### src/rtl/mst_pkg.sv
// Shared types and constants of the steering controller.
`timescale 1ns / 1ps
`default_nettype none
package mst_pkg;

    localparam int N_IN        = 9;
    localparam int N_HIDDEN    = 4;
    localparam int N_OUT       = 2;
    localparam int SIG_ENTRIES = 256;
    localparam int SIG_BITS    = $clog2(SIG_ENTRIES);

    localparam int N_STORE  = N_HIDDEN * (N_IN + 1) + N_OUT * (N_HIDDEN + 1);
    localparam int OUT_BASE = N_HIDDEN * (N_IN + 1);
    localparam int ADDR_W   = $clog2(N_STORE);

    localparam int MAX_TERMS = (N_IN + 1 > N_HIDDEN + 1) ? (N_IN + 1) : (N_HIDDEN + 1);
    localparam int J_W       = $clog2(MAX_TERMS);
    localparam int H_W       = (N_HIDDEN > 2) ? $clog2(N_HIDDEN) : 1;

    localparam int ACC_W  = 38;
    localparam int HID_FB = 20;
    localparam int OUT_FB = 28;

    localparam int HEAD_FULL = 92160;

    // Input kinds carried on tuser.
    localparam logic [1:0] KIND_STEP    = 2'd0;
    localparam logic [1:0] KIND_LOAD    = 2'd1;
    localparam logic [1:0] KIND_HEADING = 2'd2;

    // Configuration register indexes.
    localparam logic CFG_TURN_SPEED = 1'b0;
    localparam logic CFG_MAX_SPEED  = 1'b1;

    localparam logic [14:0] TURN_SPEED_RST = 15'd11520;
    localparam logic [15:0] MAX_SPEED_RST  = 16'd128;

    typedef enum logic [3:0] {
        ST_IDLE,
        ST_LOAD,
        ST_H_MAC,
        ST_H_DRAIN,
        ST_H_SIG,
        ST_O_MAC,
        ST_O_DRAIN,
        ST_O_SIG,
        ST_UPD1,
        ST_UPD2,
        ST_FIN
    } state_t;

    typedef struct packed {
        logic              capture;
        logic              load_apply;
        logic              rd_en;
        logic              layer;
        logic [ADDR_W-1:0] rd_addr;
        logic [J_W-1:0]    sel;
        logic              acc_clr;
        logic              sig_store;
        logic [H_W-1:0]    sig_idx;
        logic              upd1;
        logic              upd2;
        logic              out_load;
    } cmd_t;

    typedef struct packed {
        logic [1:0] kind;
        logic       out_valid;
    } status_t;

endpackage
`default_nettype wire

### src/rtl/mlp_steering_controller.sv
// Top level of the 9-4-2 sigmoid perceptron steering controller.
//
// Requests arrive on the s_ channel. tuser carries the kind: sensor step,
// weight load or heading set. A sensor step runs the nine readings through
// four hidden neurons and two output neurons on one shared multiply-
// accumulate unit fed by a 50-entry weight RAM, then turns the heading and
// sets the speed. Loads write one weight or the heading; a fourth kind writes nothing.
// Every request gives exactly one result on the m_ channel.
// A sensor step reads the weight RAM once per weight, each neuron then
// drains the multiply-accumulate and stores its sigmoid, then two update
// steps turn the heading and set the speed, and the output register is
// loaded. A load is applied and its result goes to the output register.
// One request is worked on at a time; s_tready is high only while the
// block waits for a request.
// The result waits in an output register; while m_tready is low the
// finished result holds and the next result waits in the block.
// Reset clears heading, speed and step count and sets turn_speed and
// max_speed to their defaults. The weight RAM is not cleared and must be
// loaded before sensor steps. cfg_we writes the register that cfg_index selects.
`timescale 1ns / 1ps
`default_nettype none
module mlp_steering_controller (
    input  wire logic         clk,
    input  wire logic         rst_n,
    input  wire logic         s_tvalid,
    output logic              s_tready,
    // food_left, food_ahead, food_right, wall_ahead, wall_left, wall_right,
    // robot_left, robot_ahead, robot_right, load_index, load_value
    input  wire logic [167:0] s_tdata,
    // kind
    input  wire logic [1:0]   s_tuser,
    output logic              m_tvalid,
    input  wire logic         m_tready,
    // heading, speed_out, turn_activation, drive_activation, step_count, zero pad
    output logic [103:0]      m_tdata,
    input  wire logic         cfg_we,
    input  wire logic         cfg_index,
    input  wire logic [15:0]  cfg_data
);

    mst_pkg::cmd_t    cmd;
    mst_pkg::status_t status;
    logic [16:0]      heading;
    logic [15:0]      speed_out;
    logic [15:0]      turn_activation;
    logic [15:0]      drive_activation;
    logic [31:0]      step_count;

    mst_ctrl u_ctrl (
        .clk      (clk),
        .rst_n    (rst_n),
        .s_tvalid (s_tvalid),
        .m_tready (m_tready),
        .s_kind   (s_tuser),
        .status   (status),
        .s_tready (s_tready),
        .cmd      (cmd)
    );

    mst_dp u_dp (
        .clk           (clk),
        .rst_n         (rst_n),
        .cmd           (cmd),
        .status        (status),
        .in_kind       (s_tuser),
        .in_sensors    (s_tdata[143:0]),
        .in_load_index (s_tdata[149:144]),
        .in_load_value (s_tdata[167:150]),
        .cfg_we        (cfg_we),
        .cfg_index     (cfg_index),
        .cfg_data      (cfg_data),
        .m_tready      (m_tready),
        .out_valid     (m_tvalid),
        .out_heading   (heading),
        .out_speed     (speed_out),
        .out_turn_act  (turn_activation),
        .out_drive_act (drive_activation),
        .out_step      (step_count)
    );

    assign m_tdata = {7'd0, step_count, drive_activation, turn_activation, speed_out, heading};

    a_busy_after_request: assert property (@(posedge clk) disable iff (!rst_n)
        s_tvalid && s_tready |=> !s_tready)
        else $error("request taken while a request is in progress");

    a_heading_range: assert property (@(posedge clk) disable iff (!rst_n)
        m_tvalid |-> m_tdata[16:0] <= 17'd92160)
        else $error("heading outside 0..360 degrees");

    a_load_zero_act: assert property (@(posedge clk) disable iff (!rst_n)
        $rose(m_tvalid) && status.kind != mst_pkg::KIND_STEP |-> m_tdata[64:33] == 32'd0)
        else $error("activations not zero for a load result");

endmodule
`default_nettype wire

### src/rtl/mst_ram.sv
// Generic single write port, single read port RAM with registered read data.
`timescale 1ns / 1ps
`default_nettype none
module mst_ram #(
    parameter int WIDTH = 16,
    parameter int DEPTH = 64
) (
    input  wire logic                     clk,
    input  wire logic                     we,
    input  wire logic [$clog2(DEPTH)-1:0] waddr,
    input  wire logic [WIDTH-1:0]         wdata,
    input  wire logic                     re,
    input  wire logic [$clog2(DEPTH)-1:0] raddr,
    output logic      [WIDTH-1:0]         rdata
);

    logic [WIDTH-1:0] mem [DEPTH];

    always_ff @(posedge clk)
    begin
        if (we)
            mem[waddr] <= wdata;
        if (re)
            rdata <= mem[raddr];
    end

endmodule
`default_nettype wire

### src/rtl/mst_ctrl.sv
// Sequencing state machine for the perceptron passes and state updates.
`timescale 1ns / 1ps
`default_nettype none
module mst_ctrl (
    input  wire logic            clk,
    input  wire logic            rst_n,
    input  wire logic            s_tvalid,
    input  wire logic            m_tready,
    input  wire logic [1:0]      s_kind,
    input  wire mst_pkg::status_t status,
    output logic                 s_tready,
    output mst_pkg::cmd_t        cmd
);

    mst_pkg::state_t           state_reg, state_next;
    logic [mst_pkg::J_W-1:0]   j_reg, j_next;
    logic [mst_pkg::H_W-1:0]   h_reg, h_next;

    always_ff @(posedge clk or negedge rst_n)
    begin
        if (!rst_n)
        begin
            state_reg <= mst_pkg::ST_IDLE;
            j_reg     <= '0;
            h_reg     <= '0;
        end
        else
        begin
            state_reg <= state_next;
            j_reg     <= j_next;
            h_reg     <= h_next;
        end
    end

    // Next state and loop counters.
    always_comb
    begin
        state_next = state_reg;
        j_next     = j_reg;
        h_next     = h_reg;
        case (state_reg)
            mst_pkg::ST_IDLE:
            begin
                j_next = '0;
                h_next = '0;
                if (s_tvalid)
                    state_next = (s_kind == mst_pkg::KIND_STEP) ? mst_pkg::ST_H_MAC
                                                                 : mst_pkg::ST_LOAD;
            end
            mst_pkg::ST_LOAD:
                state_next = mst_pkg::ST_FIN;
            mst_pkg::ST_H_MAC:
            begin
                if (j_reg == mst_pkg::J_W'(mst_pkg::N_IN))
                begin
                    j_next     = '0;
                    state_next = mst_pkg::ST_H_DRAIN;
                end
                else
                    j_next = j_reg + 1'b1;
            end
            mst_pkg::ST_H_DRAIN:
                state_next = mst_pkg::ST_H_SIG;
            mst_pkg::ST_H_SIG:
            begin
                if (h_reg == mst_pkg::H_W'(mst_pkg::N_HIDDEN - 1))
                begin
                    h_next     = '0;
                    state_next = mst_pkg::ST_O_MAC;
                end
                else
                begin
                    h_next     = h_reg + 1'b1;
                    state_next = mst_pkg::ST_H_MAC;
                end
            end
            mst_pkg::ST_O_MAC:
            begin
                if (j_reg == mst_pkg::J_W'(mst_pkg::N_HIDDEN))
                begin
                    j_next     = '0;
                    state_next = mst_pkg::ST_O_DRAIN;
                end
                else
                    j_next = j_reg + 1'b1;
            end
            mst_pkg::ST_O_DRAIN:
                state_next = mst_pkg::ST_O_SIG;
            mst_pkg::ST_O_SIG:
            begin
                if (h_reg == mst_pkg::H_W'(mst_pkg::N_OUT - 1))
                begin
                    h_next     = '0;
                    state_next = mst_pkg::ST_UPD1;
                end
                else
                begin
                    h_next     = h_reg + 1'b1;
                    state_next = mst_pkg::ST_O_MAC;
                end
            end
            mst_pkg::ST_UPD1:
                state_next = mst_pkg::ST_UPD2;
            mst_pkg::ST_UPD2:
                state_next = mst_pkg::ST_FIN;
            mst_pkg::ST_FIN:
            begin
                if (!status.out_valid || m_tready)
                    state_next = mst_pkg::ST_IDLE;
            end
            default:
                state_next = mst_pkg::ST_IDLE;
        endcase
    end

    // Commands to the datapath.
    always_comb
    begin
        cmd         = '0;
        cmd.sel     = j_reg;
        cmd.sig_idx = h_reg;
        s_tready    = 1'b0;
        case (state_reg)
            mst_pkg::ST_IDLE:
            begin
                s_tready    = 1'b1;
                cmd.capture = s_tvalid;
                cmd.acc_clr = 1'b1;
            end
            mst_pkg::ST_LOAD:
                cmd.load_apply = 1'b1;
            mst_pkg::ST_H_MAC:
            begin
                cmd.rd_en   = 1'b1;
                cmd.rd_addr = mst_pkg::ADDR_W'(h_reg) * mst_pkg::ADDR_W'(mst_pkg::N_IN + 1)
                              + mst_pkg::ADDR_W'(j_reg);
            end
            mst_pkg::ST_H_SIG:
            begin
                cmd.sig_store = 1'b1;
                cmd.acc_clr   = 1'b1;
            end
            mst_pkg::ST_O_MAC:
            begin
                cmd.rd_en   = 1'b1;
                cmd.layer   = 1'b1;
                cmd.rd_addr = mst_pkg::ADDR_W'(mst_pkg::OUT_BASE)
                              + mst_pkg::ADDR_W'(h_reg)
                                * mst_pkg::ADDR_W'(mst_pkg::N_HIDDEN + 1)
                              + mst_pkg::ADDR_W'(j_reg);
            end
            mst_pkg::ST_O_DRAIN:
                cmd.layer = 1'b1;
            mst_pkg::ST_O_SIG:
            begin
                cmd.layer     = 1'b1;
                cmd.sig_store = 1'b1;
                cmd.acc_clr   = 1'b1;
            end
            mst_pkg::ST_UPD1:
                cmd.upd1 = 1'b1;
            mst_pkg::ST_UPD2:
                cmd.upd2 = 1'b1;
            mst_pkg::ST_FIN:
                cmd.out_load = !status.out_valid || m_tready;
            default:
                cmd = '0;
        endcase
    end

endmodule
`default_nettype wire

### src/rtl/mst_dp.sv
// Datapath: weight RAM, shared multiply-accumulate, sigmoid lookup and state.
`timescale 1ns / 1ps
`default_nettype none
module mst_dp (
    input  wire logic                clk,
    input  wire logic                rst_n,
    input  wire mst_pkg::cmd_t       cmd,
    output mst_pkg::status_t         status,
    input  wire logic [1:0]          in_kind,
    input  wire logic [16*mst_pkg::N_IN-1:0] in_sensors,
    input  wire logic [5:0]          in_load_index,
    input  wire logic signed [17:0]  in_load_value,
    input  wire logic                cfg_we,
    input  wire logic                cfg_index,
    input  wire logic [15:0]         cfg_data,
    input  wire logic                m_tready,
    output logic                     out_valid,
    output logic [16:0]              out_heading,
    output logic [15:0]              out_speed,
    output logic [15:0]              out_turn_act,
    output logic [15:0]              out_drive_act,
    output logic [31:0]              out_step
);

    logic [1:0]               kind_reg;
    logic signed [15:0]       x_reg [mst_pkg::N_IN];
    logic [5:0]               lidx_reg;
    logic signed [17:0]       lval_reg;

    logic [14:0]              turn_speed_reg;
    logic [15:0]              max_speed_reg;

    logic [16:0]              heading_reg;
    logic [15:0]              speed_reg;
    logic [31:0]              step_reg;

    logic signed [mst_pkg::ACC_W-1:0] acc_reg;
    logic                     mac_vld_reg;
    logic                     mac_layer_reg;
    logic [mst_pkg::J_W-1:0]  mac_sel_reg;
    logic [15:0]              act_reg [mst_pkg::N_HIDDEN];
    logic [15:0]              o0_reg, o1_reg;

    logic signed [33:0]       p_reg;
    logic [31:0]              sprod_reg;

    logic                     out_valid_reg;
    logic [16:0]              oh_reg;
    logic [15:0]              os_reg, ot_reg, od_reg;
    logic [31:0]              oc_reg;

    logic [15:0]              w_rd;
    logic                     ram_we;
    logic signed [15:0]       w_sat;
    logic signed [16:0]       hid_ops [mst_pkg::MAX_TERMS];
    logic signed [16:0]       out_ops [mst_pkg::MAX_TERMS];
    logic signed [16:0]       op_a;
    logic signed [32:0]       prod;
    logic [15:0]              sig_val;
    wire logic [15:0]         sig_rom [mst_pkg::SIG_ENTRIES];

    logic [33:0]              abs_p;
    logic [18:0]              mag;
    logic signed [18:0]       head_sum;
    logic [16:0]              head_wrapped;
    logic signed [18:0]       set_wrap;
    logic [16:0]              set_head;
    logic [32:0]              spd_round;

    always_comb
    begin
        status.kind      = kind_reg;
        status.out_valid = out_valid_reg;
    end

    // Weight load saturates to Q4.12.
    always_comb
    begin
        if (lval_reg > 18'sd32767)
            w_sat = 16'sh7FFF;
        else if (lval_reg < -18'sd32768)
            w_sat = 16'sh8000;
        else
            w_sat = lval_reg[15:0];
    end

    assign ram_we = cmd.load_apply && (kind_reg == mst_pkg::KIND_LOAD)
                    && (lidx_reg < 6'(mst_pkg::N_STORE));

    mst_ram #(
        .WIDTH (16),
        .DEPTH (mst_pkg::N_STORE)
    ) u_wram (
        .clk   (clk),
        .we    (ram_we),
        .waddr (lidx_reg[mst_pkg::ADDR_W-1:0]),
        .wdata (w_sat),
        .re    (cmd.rd_en),
        .raddr (cmd.rd_addr),
        .rdata (w_rd)
    );

    // Operand tables: slot 0 is the -1 bias of each layer.
    always_comb
    begin
        for (int i = 0; i < mst_pkg::MAX_TERMS; i++)
        begin
            hid_ops[i] = '0;
            out_ops[i] = '0;
        end
        hid_ops[0] = -17'sd256;
        out_ops[0] = -17'sd65536;
        for (int i = 0; i < mst_pkg::N_IN; i++)
            hid_ops[i + 1] = 17'(x_reg[i]);
        for (int i = 0; i < mst_pkg::N_HIDDEN; i++)
            out_ops[i + 1] = $signed({1'b0, act_reg[i]});
    end

    assign op_a = mac_layer_reg ? out_ops[mac_sel_reg] : hid_ops[mac_sel_reg];
    assign prod = op_a * $signed(w_rd);

    // Sigmoid table built at elaboration: exp(-|m|) as a Taylor series of
    // exp(-|m|/16) in Q31, squared four times, then 1/(1+e), or e/(1+e) for negative m, in Q0.16.
    for (genvar k = 0; k < mst_pkg::SIG_ENTRIES; k++)
    begin : g_sig
        localparam longint          XQ  = ((longint'(2 * k + 1) * 524288)
                                           / mst_pkg::SIG_ENTRIES) - 524288;
        localparam longint unsigned ONE = 64'd1 << 31;
        localparam longint unsigned Y   = unsigned'((XQ < 0) ? -XQ : XQ) << 11;
        localparam longint unsigned T1  = (ONE * Y) >> 31;
        localparam longint unsigned T2  = ((T1 * Y) >> 31) / 2;
        localparam longint unsigned T3  = ((T2 * Y) >> 31) / 3;
        localparam longint unsigned T4  = ((T3 * Y) >> 31) / 4;
        localparam longint unsigned T5  = ((T4 * Y) >> 31) / 5;
        localparam longint unsigned T6  = ((T5 * Y) >> 31) / 6;
        localparam longint unsigned T7  = ((T6 * Y) >> 31) / 7;
        localparam longint unsigned T8  = ((T7 * Y) >> 31) / 8;
        localparam longint unsigned T9  = ((T8 * Y) >> 31) / 9;
        localparam longint unsigned T10 = ((T9 * Y) >> 31) / 10;
        localparam longint unsigned T11 = ((T10 * Y) >> 31) / 11;
        localparam longint unsigned T12 = ((T11 * Y) >> 31) / 12;
        localparam longint unsigned T13 = ((T12 * Y) >> 31) / 13;
        localparam longint unsigned T14 = ((T13 * Y) >> 31) / 14;
        localparam longint unsigned E0  = ONE - T1 + T2 - T3 + T4 - T5 + T6 - T7
                                          + T8 - T9 + T10 - T11 + T12 - T13 + T14;
        localparam longint unsigned E1  = (E0 * E0) >> 31;
        localparam longint unsigned E2  = (E1 * E1) >> 31;
        localparam longint unsigned E3  = (E2 * E2) >> 31;
        localparam longint unsigned E4  = (E3 * E3) >> 31;
        localparam longint unsigned NUM = (XQ < 0) ? E4 : ONE;
        localparam longint unsigned DEN = ONE + E4;
        localparam longint unsigned R   = (NUM * 65536 + DEN / 2) / DEN;
        assign sig_rom[k] = (R > 65535) ? 16'hFFFF : 16'(R);
    end

    function automatic logic [mst_pkg::SIG_BITS-1:0] sig_index(
        input logic signed [mst_pkg::ACC_W-1:0] acc,
        input logic                             out_layer);
        logic signed [mst_pkg::ACC_W:0] diff;
        logic signed [mst_pkg::ACC_W:0] idx;
        if (out_layer)
        begin
            diff = (mst_pkg::ACC_W+1)'(acc) + ((mst_pkg::ACC_W+1)'(1) <<< (mst_pkg::OUT_FB + 3));
            idx  = diff >>> (mst_pkg::OUT_FB + 4 - mst_pkg::SIG_BITS);
        end
        else
        begin
            diff = (mst_pkg::ACC_W+1)'(acc) + ((mst_pkg::ACC_W+1)'(1) <<< (mst_pkg::HID_FB + 3));
            idx  = diff >>> (mst_pkg::HID_FB + 4 - mst_pkg::SIG_BITS);
        end
        if (diff < 0)
            return '0;
        else if (idx >= (mst_pkg::ACC_W+1)'(mst_pkg::SIG_ENTRIES))
            return mst_pkg::SIG_BITS'(mst_pkg::SIG_ENTRIES - 1);
        else
            return idx[mst_pkg::SIG_BITS-1:0];
    endfunction

    assign sig_val = sig_rom[sig_index(acc_reg, cmd.layer)];

    // Heading and speed update arithmetic.
    always_comb
    begin
        abs_p    = p_reg[33] ? 34'(-p_reg) : 34'(p_reg);
        mag      = 19'((abs_p + 34'd16384) >> 15);
        head_sum = $signed({2'b00, heading_reg}) + (p_reg[33] ? -$signed(mag) : $signed(mag));
        if (head_sum < 0)
            head_wrapped = 17'(head_sum + 19'sd92160);
        else if (head_sum > 19'sd92160)
            head_wrapped = 17'(head_sum - 19'sd92160);
        else
            head_wrapped = 17'(head_sum);

        if (lval_reg < 0)
            set_wrap = 19'(lval_reg) + 19'sd92160;
        else if (lval_reg > 18'sd92160)
            set_wrap = 19'(lval_reg) - 19'sd92160;
        else
            set_wrap = 19'(lval_reg);
        if (set_wrap < 0)
            set_head = '0;
        else if (set_wrap > 19'sd92160)
            set_head = 17'(mst_pkg::HEAD_FULL);
        else
            set_head = 17'(set_wrap);

        spd_round = 33'(sprod_reg) + 33'd32768;
    end

    always_ff @(posedge clk)
    begin
        if (cmd.capture)
        begin
            kind_reg <= in_kind;
            for (int i = 0; i < mst_pkg::N_IN; i++)
                x_reg[i] <= in_sensors[16*i +: 16];
            lidx_reg <= in_load_index;
            lval_reg <= in_load_value;
        end
        if (cmd.acc_clr)
            acc_reg <= '0;
        else if (mac_vld_reg)
            acc_reg <= acc_reg + mst_pkg::ACC_W'(prod);
        mac_layer_reg <= cmd.layer;
        mac_sel_reg   <= cmd.sel;
        if (cmd.sig_store)
        begin
            if (cmd.layer)
            begin
                if (cmd.sig_idx[0])
                    o1_reg <= sig_val;
                else
                    o0_reg <= sig_val;
            end
            else
                act_reg[cmd.sig_idx] <= sig_val;
        end
        if (cmd.upd1)
        begin
            p_reg     <= ($signed({2'b00, o0_reg}) - 18'sd32768) * $signed({1'b0, turn_speed_reg});
            sprod_reg <= o1_reg * max_speed_reg;
        end
        if (cmd.out_load)
        begin
            oh_reg <= heading_reg;
            os_reg <= speed_reg;
            ot_reg <= (kind_reg == mst_pkg::KIND_STEP) ? o0_reg : 16'd0;
            od_reg <= (kind_reg == mst_pkg::KIND_STEP) ? o1_reg : 16'd0;
            oc_reg <= step_reg;
        end
    end

    always_ff @(posedge clk or negedge rst_n)
    begin
        if (!rst_n)
        begin
            mac_vld_reg    <= 1'b0;
            heading_reg    <= '0;
            speed_reg      <= '0;
            step_reg       <= '0;
            turn_speed_reg <= mst_pkg::TURN_SPEED_RST;
            max_speed_reg  <= mst_pkg::MAX_SPEED_RST;
            out_valid_reg  <= 1'b0;
        end
        else
        begin
            mac_vld_reg <= cmd.rd_en;
            if (cfg_we)
            begin
                if (cfg_index == mst_pkg::CFG_TURN_SPEED)
                    turn_speed_reg <= cfg_data[14:0];
                else
                    max_speed_reg <= cfg_data;
            end
            if (cmd.upd2)
            begin
                heading_reg <= head_wrapped;
                speed_reg   <= spd_round[31:16];
                step_reg    <= step_reg + 32'd1;
            end
            else if (cmd.load_apply && kind_reg == mst_pkg::KIND_HEADING)
                heading_reg <= set_head;
            if (cmd.out_load)
                out_valid_reg <= 1'b1;
            else if (m_tready)
                out_valid_reg <= 1'b0;
        end
    end

    assign out_valid     = out_valid_reg;
    assign out_heading   = oh_reg;
    assign out_speed     = os_reg;
    assign out_turn_act  = ot_reg;
    assign out_drive_act = od_reg;
    assign out_step      = oc_reg;

endmodule
`default_nettype wire

### config.mk
export PLATFORM = sky130hd
export DESIGN_NAME = mlp_steering_controller
export DESIGN_NICKNAME = d
export VERILOG_FILES = /design/src/rtl/mst_pkg.sv /design/src/rtl/mlp_steering_controller.sv /design/src/rtl/mst_ram.sv /design/src/rtl/mst_ctrl.sv /design/src/rtl/mst_dp.sv
export SDC_FILE = /design/constraint.sdc
export NUM_CORES = 2
export LEC_CHECK = 0
export BUFFER_PORTS_ARGS = -buffer_cell sky130_fd_sc_hd__buf_4
export CORE_AREA = 2 2 551 553
export DETAILED_ROUTE_END_ITERATION = 10
export DIE_AREA = 0 0 553 555
export HOLD_SLACK_MARGIN = 0.12
export PLACE_DENSITY_LB_ADDON = 0.1
export SYNTH_ARGS = -nofsm -noshare
export SYNTH_HDL_FRONTEND = slang
export SYNTH_SLANG_ARGS = --single-unit
### constraint.sdc
create_clock -name clk -period 15.95 [get_ports clk]
set_input_delay 3.19 -clock clk [delete_from_list [all_inputs] [get_ports clk]]
set_output_delay 3.19 -clock clk [all_outputs]
set_load 0.05 [all_outputs]
---- After elaboration in Yosys (flattened, before gate mapping) ----
Memory sizes are Yosys's and may differ from the RTL's. A register that Yosys moved wholly into a read port is not among the register bits.
Cells that the tools add are included.
cells by class
  add/sub/neg operators ................... 19
  $mul .................................... 5
  $lt $le $gt $ge ......................... 13
  equality and inequality tests ........... 20
  muxes and demuxes ....................... 60
  bitwise operators ....................... 4
  reductions and logical operators ........ 23
operators with widths
  cell                                                                                   number
  17-bit two-way mux                                                                     11
  17-bit binary-select mux with 4-bit select                                             2
  39-bit two-way mux                                                                     2
  16-bit two-way mux                                                                     4
  19-bit two-way mux                                                                     3
  4-bit one-hot mux with 10 select lines                                                 1
  38-bit by 25-bit adder with 39-bit output, second input constant                       1
  38-bit by 33-bit adder with 39-bit output, second input constant                       1
  39-bit by 10-bit greater-or-equal comparator with 1-bit output, second input constant  1
  39-bit by 1-bit < comparator with 1-bit output, second input constant                  1
  38-bit by 33-bit adder with 38-bit output                                              1
  19-bit by 18-bit > comparator with 1-bit output, second input constant                 2
  19-bit by 1-bit < comparator with 1-bit output, second input constant                  2
  34-bit by 15-bit adder with 34-bit output, second input constant                       1
  34-bit by 16-bit multiplier with 34-bit output                                         1
  34-bit two-way mux                                                                     1
  34-bit negator                                                                         1
  17-bit by 16-bit multiplier with 33-bit output                                         1
  32-bit by 1-bit adder with 32-bit output, second input constant                        1
  32-bit by 16-bit adder with 32-bit output, second input constant                       1
  16-bit by 16-bit multiplier with 32-bit output                                         1
  4-bit two-way mux                                                                      7
  4-bit by 3-bit == test with 1-bit output, second input constant                        5
  18-bit by 18-bit adder with 19-bit output, second input constant                       1
  48 further kinds                                                                       91
word-level totals
  register bits after elaboration ......... 372
  RAM bits ................................ 1008
  memory bits (read-only) ................. 4096
  bits of input ports ..................... 192
  output and inout bits ................... 106
  word-level logic and storage cells ...... 173
  memories ................................ 4
memory list
  name             words  bits a word  read ports  clocked after Yosys merged registers in  write ports  line           source
  (no name shown)  256    16           1           0                                        0            mst_dp.sv:179  assign sig_val = sig_rom[sig_index(acc_reg, cmd.layer)];
  u_dp.u_wram.mem  50     16           1           1                                        1            mst_ram.sv:17  logic [WIDTH-1:0] mem [DEPTH];
  u_dp.x_reg       9      16           9           0                                        9            mst_dp.sv:26   logic signed [15:0] x_reg [mst_pkg::N_IN];
  u_dp.act_reg     4      16           4           0                                        1            mst_dp.sv:41   logic [15:0] act_reg [mst_pkg::N_HIDDEN];

---- Depth between registers and ports, before layout ----
  word-level depth ........................ 11
  depth in mapped cells ................... 38

---- Modules after synthesis ----
From an unflattened synthesis, not the netlist that was laid out.
second synthesis, totals
  cells, all modules ...................... 7532
  area, all modules ....................... 90481.8 um^2
modules (own cells, without submodules)
  module                   instances  cells an instance  area each (um^2)  sequential area each (um^2)
  mst_dp                   1          5734               57346.2           15721.3
  mst_ram                  1          1650               31854.3           24503.5
  mst_ctrl                 1          140                1224.9            250.2
  mlp_steering_controller  1          8                  56.3              0.0

---- Least setup slack after synthesis ----
OpenSTA, ideal clock, no wires.
  kind .................................... register -> register
  from .................................... reg u_dp.mac_sel_reg[0] (netlist bit)
  to ...................................... reg u_dp.acc_reg[34] (netlist bit)
  library setup time ...................... 120 ps
  arrival time ............................ 8733 ps
  path slack .............................. 7097 ps
  cell stages (with the launch flop) ...... 36
  buffers on the path ..................... 5
  period minus slack after synthesis ...... 8853 ps
  cells stage by stage .................... dfxtp_1 > buf_1 > buf_1 > clkbuf_1 > buf_1 > mux2_2 > a22oi_1 > nor2_1 > a221o_1 > clkbuf_1 > nand2_1 > fa_1 > inv_1 > fa_1 > inv_1 > fa_1 > inv_1 > fa_1 > inv_1 > fa_1 > inv_1 > fa_1 > ha_1 > a21o_1 > a21o_1 > a21o_1 > a21o_1 > a21o_1 > a21oi_1 > o21bai_1 > o211ai_1 > a31oi_1 > o221a_2 > o21ai_0 > nor4_1 > a211o_1
on the way
  longest elaborated chain between the ends .. 7
  elaborated cells on any way between the ends .. 10
ends and longest elaborated chain
  element                                                 line           source
  start: declaration                                      mst_dp.sv:40   logic [mst_pkg::J_W-1:0] mac_sel_reg;
  start signal: assignment                                mst_dp.sv:225  mac_sel_reg <= cmd.sel;
  4-bit NOT with 5-bit output (implied by the code) *     mst_dp.sv:119  assign op_a = mac_layer_reg ? out_ops[mac_sel_reg] : hid_ops[mac_sel_reg];
  17-bit binary-select mux with 4-bit select              mst_dp.sv:119
  17-bit two-way mux (implied by the code) (2 in series)  mst_dp.sv:119
  17-bit two-way mux *                                    mst_dp.sv:119
  17-bit by 16-bit multiplier with 33-bit output *        mst_dp.sv:120  assign prod = op_a * $signed(w_rd);
  38-bit by 33-bit adder with 38-bit output *             mst_dp.sv:223  acc_reg <= acc_reg + mst_pkg::ACC_W'(prod);
  end signal: assignment                                  mst_dp.sv:223
  end: declaration                                        mst_dp.sv:37   logic signed [mst_pkg::ACC_W-1:0] acc_reg;
Mark *: on every way between the ends. The rest lies on a longest branch, timed or not. The select of a mux whose other input is x is not followed.
A chain may end at the register's enable or synchronous reset.

---- Worst setup path after layout ----
  from .................................... reg u_dp.mac_sel_reg[0] (netlist bit)
  to ...................................... reg u_dp.acc_reg[37] (netlist bit)
Same word-level chain as after synthesis.

==> impl_metrics.json <==
{
  "die-area_um2": 306900,
  "rsz0062_at_grt": "false",
  "fin_util_pct": 34.17,
  "ff2ff_path_depth": 28,
  "worstHoldPathType": "flop to flop",
  "final_hold_viol_count": 0,
  "cts.sinks": 1381,
  "cp_top_family": "compound AO/OA/AOI/OAI gates",
  "cpMostUsedCell": "fa_1",
  "syn_to_final_growth_pct": 14.40,
  "whs_path_depth": 0,
  "clock_latency_ps": 890,
  "maxCapViolations": 0,
  "antenna_found_initial": 11,
  "drc": 0,
  "cts_tree": "done",
  "cts-root-buf": "clkbuf_16",
  "grt_pass1_vias": 62260,
  "rr_endpoint": "u_dp.acc_reg[37]$_SDFFE_PP0P_",
  "clock_skew_ps": 86.04,
  "cts_resized": 0,
  "drtPass1Iterations": 6,
  "ys_seq_elements": 1381,
  "cp_slowest_cell": "a221o_1",
  "hold_buffers": 0,
  "ant_nets": 0,
  "crit_path_max_incr_delay_ps": 880,
  "async_flop_share_pct": 7.820,
  "yosys.area_share.xor_xnor_pct": 2.091,
  "gr-usage-all-layers_pct": 18.33,
  "arrival_ps": 10690,
  "path_max_fanout": 47,
  "finalSetupViolCount": 0,
  "cts_setup_buffers": 0,
  "pin_count": 298,
  "cp-start-kind": "flop",
  "avgSynthCellArea_um2": 12.32,
  "slew_headroom_pct": 14.20,
  "via_count": 57980,
  "viasPerCell": 4.957,
  "port_buffers": 290,
  "synth_compound_area_share_pct": 7.255,
  "setup_tns_ps": 0,
  "cp_num_buf_inv": 4,
  "grt_first_pass_wirelength_mm": 423.4,
  "grt_max_degree": 108,
  "synth_flop_cell": "edfxtp_1",
  "status": "finished, final reports clean",
  "min_from": "u_dp.speed_reg[4]$_DFFE_PN0P_",
  "min_period_ps": 9968,
  "largest_reg_flops": 800,
  "core_um2": 301300,
  "start_util_pct": 29.87,
  "drt-total-wl_mm": 281.9,
  "hold_ws_ps": 437.2,
  "mappedNetlistArea_um2": 89990,
  "path_clk_slew_ps": 60,
  "grt_overflow": 0,
  "synth_fa_ha_area_share_pct": 22.47,
  "cp-end-kind": "flop",
  "die_h_um": 555,
  "synth_edf_count": 1230,
  "path_class": "flop to flop",
  "cp_data_required_time_ps": 16670,
  "synthMuxAreaShare_pct": 7.319,
  "whs_endpoint": "u_dp.out_speed[4]$_DFFE_PP_",
  "crit-reg2reg-launch": "u_dp.mac_sel_reg[0]$_SDFF_PP0_",
  "cts_max_level": 4,
  "drtIter0Drc": 4164,
  "yosysSeqAreaShare_pct": 45.01,
  "gp_congestion": 0.8802,
  "numCtsBuffers": 174,
  "dpl.hpwl_mm": 195.0,
  "nNetsFinal": 8910,
  "ff2ff_setup_slack_ps": 5980,
  "max_slew.worst_pin.slew_ps": 1277,
  "wl_per_cell_um": 24.10,
  "ys_types": 109,
  "ys_warn_count": 0,
  "synth-simple-area-share_pct": 10.32,
  "syn_inst": 7303,
  "synth_top_family_by_area": "adder cells",
  "min_period_over_period_pct": 62.49,
  "chipWidth_um": 553,
  "slew_violations": 0,
  "num_rows": 202,
  "clk_path_buf_depth": 4,
  "fmax_mhz": 100.3,
  "layout-drive-gt1-share_pct": 14.29
}
## cell usage after synthesis (55+ instances only)
cell,n,area [um^2]
a211oi_1,113,848.3
a21oi_1,208,1041
a31oi_1,90,563.0
and2_1,392,2452
clkbuf_1,300,1126
dfrtp_1,103,2577
edfxtp_1,1230,36940
fa_1,783,15680
ha_1,363,4542
inv_1,938,3521
mux2_2,67,754.5
mux2i_1,76,760.7
mux4_2,224,5045
nand2_1,765,2872
nand3_1,67,335.3
nor2_1,347,1303
nor2b_1,55,344.1
nor3_1,69,345.3
o21ai_0,162,810.8
xnor2_1,135,1182
xor2_1,73,639.4
## per-stage QoR
step,cells,setup WS (ps),cell area [um^2]
after floorplan,7309,7097,90010
after global placement,11370,6099,97240
after detailed placement,11370,6091,97240
after CTS,11690,5985,102900
after global routing,11690,5305,102900
final,11700,5982,102900
## final cells by class
| class | count | area, um^2 |
|---|---|---|
| inverters | 939 | 3525 |
| diodes | 7 | 17.52 |
| repair buffers | 461 | 3527 |
| clock inverters | 95 | 1036 |
| flip-flops and latches | 1381 | 40520 |
| clock buffers | 222 | 4657 |
| multi-input cells | 4615 | 44690 |
| fillers | 30000 | 198300 |
| well taps | 3978 | 4977 |
## worst reg2reg max path: cells and delay by family, from the launching register on
family,cells,cell delay (ps)
muxes,1,220
buffers and inverters,4,960
xor gates and xnor gates,1,160
DFF,1,740
and+or+nand+nor,3,400
adders and majority gates,7,3340
AOI/OAI and AO/OA,12,4020
## worst max-delay path by stage
stage,start,endpoint,cells after the start
after global routing,u_dp.mac_sel_reg[0]$_SDFF_PP0_,u_dp.acc_reg[37]$_SDFFE_PP0P_,28
after CTS,u_dp.mac_sel_reg[0]$_SDFF_PP0_,u_dp.acc_reg[37]$_SDFFE_PP0P_,28
after detailed placement,u_dp.mac_sel_reg[0]$_SDFF_PP0_,u_dp.acc_reg[34]$_SDFFE_PP0P_,30
after floorplan,u_dp.mac_sel_reg[0]$_SDFF_PP0_,u_dp.acc_reg[34]$_SDFFE_PP0P_,35
final,u_dp.mac_sel_reg[0]$_SDFF_PP0_,u_dp.acc_reg[37]$_SDFFE_PP0P_,28
after global placement,u_dp.mac_sel_reg[0]$_SDFF_PP0_,u_dp.acc_reg[37]$_SDFFE_PP0P_,28
## layer usage
metal	track usage (%)	share of wire (%)	vias to the layer above
met5	0	0	-
met4	4.429	2.3	0
met3	2.425	4.7	306
met2	30.01	47	1426
met1	25.66	46	30400
li1	-	-	25850
## cell usage in the layout, fill, tap and decap left out, types with 27 or more instances in the layout
cell type  count
edfxtp_1    1230
inv_1        938
fa_1         783
nand2_1      748
buf_4        455
and2_1       392
ha_1         363
nor2_1       342
mux4_2       224
a21oi_1      205
clkbuf_16    176
o21ai_0      160
xnor2_1      135
a211oi_1     112
dfrtp_1      102
a31oi_1       90
mux2i_1       76
xor2_1        73
nand3_1       67
nor3_1        67
mux2_2        67
nor2b_1       55
dfxtp_1       40
nand2b_1      38
clkbuf_1      38
a21o_1        37
and3_1        33
nand4_1       33
clkinv_1      33
o22ai_1       31
or3_1         27
## logic make-up after synthesis
| group | count (synthesis) |
|---|---|
| DFF | 1381 |
| other | 1 |
| AOI/OAI and AO/OA | 958 |
| xor gates and xnor gates | 211 |
| buffers and inverters | 1313 |
| adders and majority gates | 1146 |
| and+or+nand+nor | 1924 |
| muxes | 369 |
Power is not shown: default switching activity piles up to over one toggle a cycle in this logic, so the estimate is an artifact.
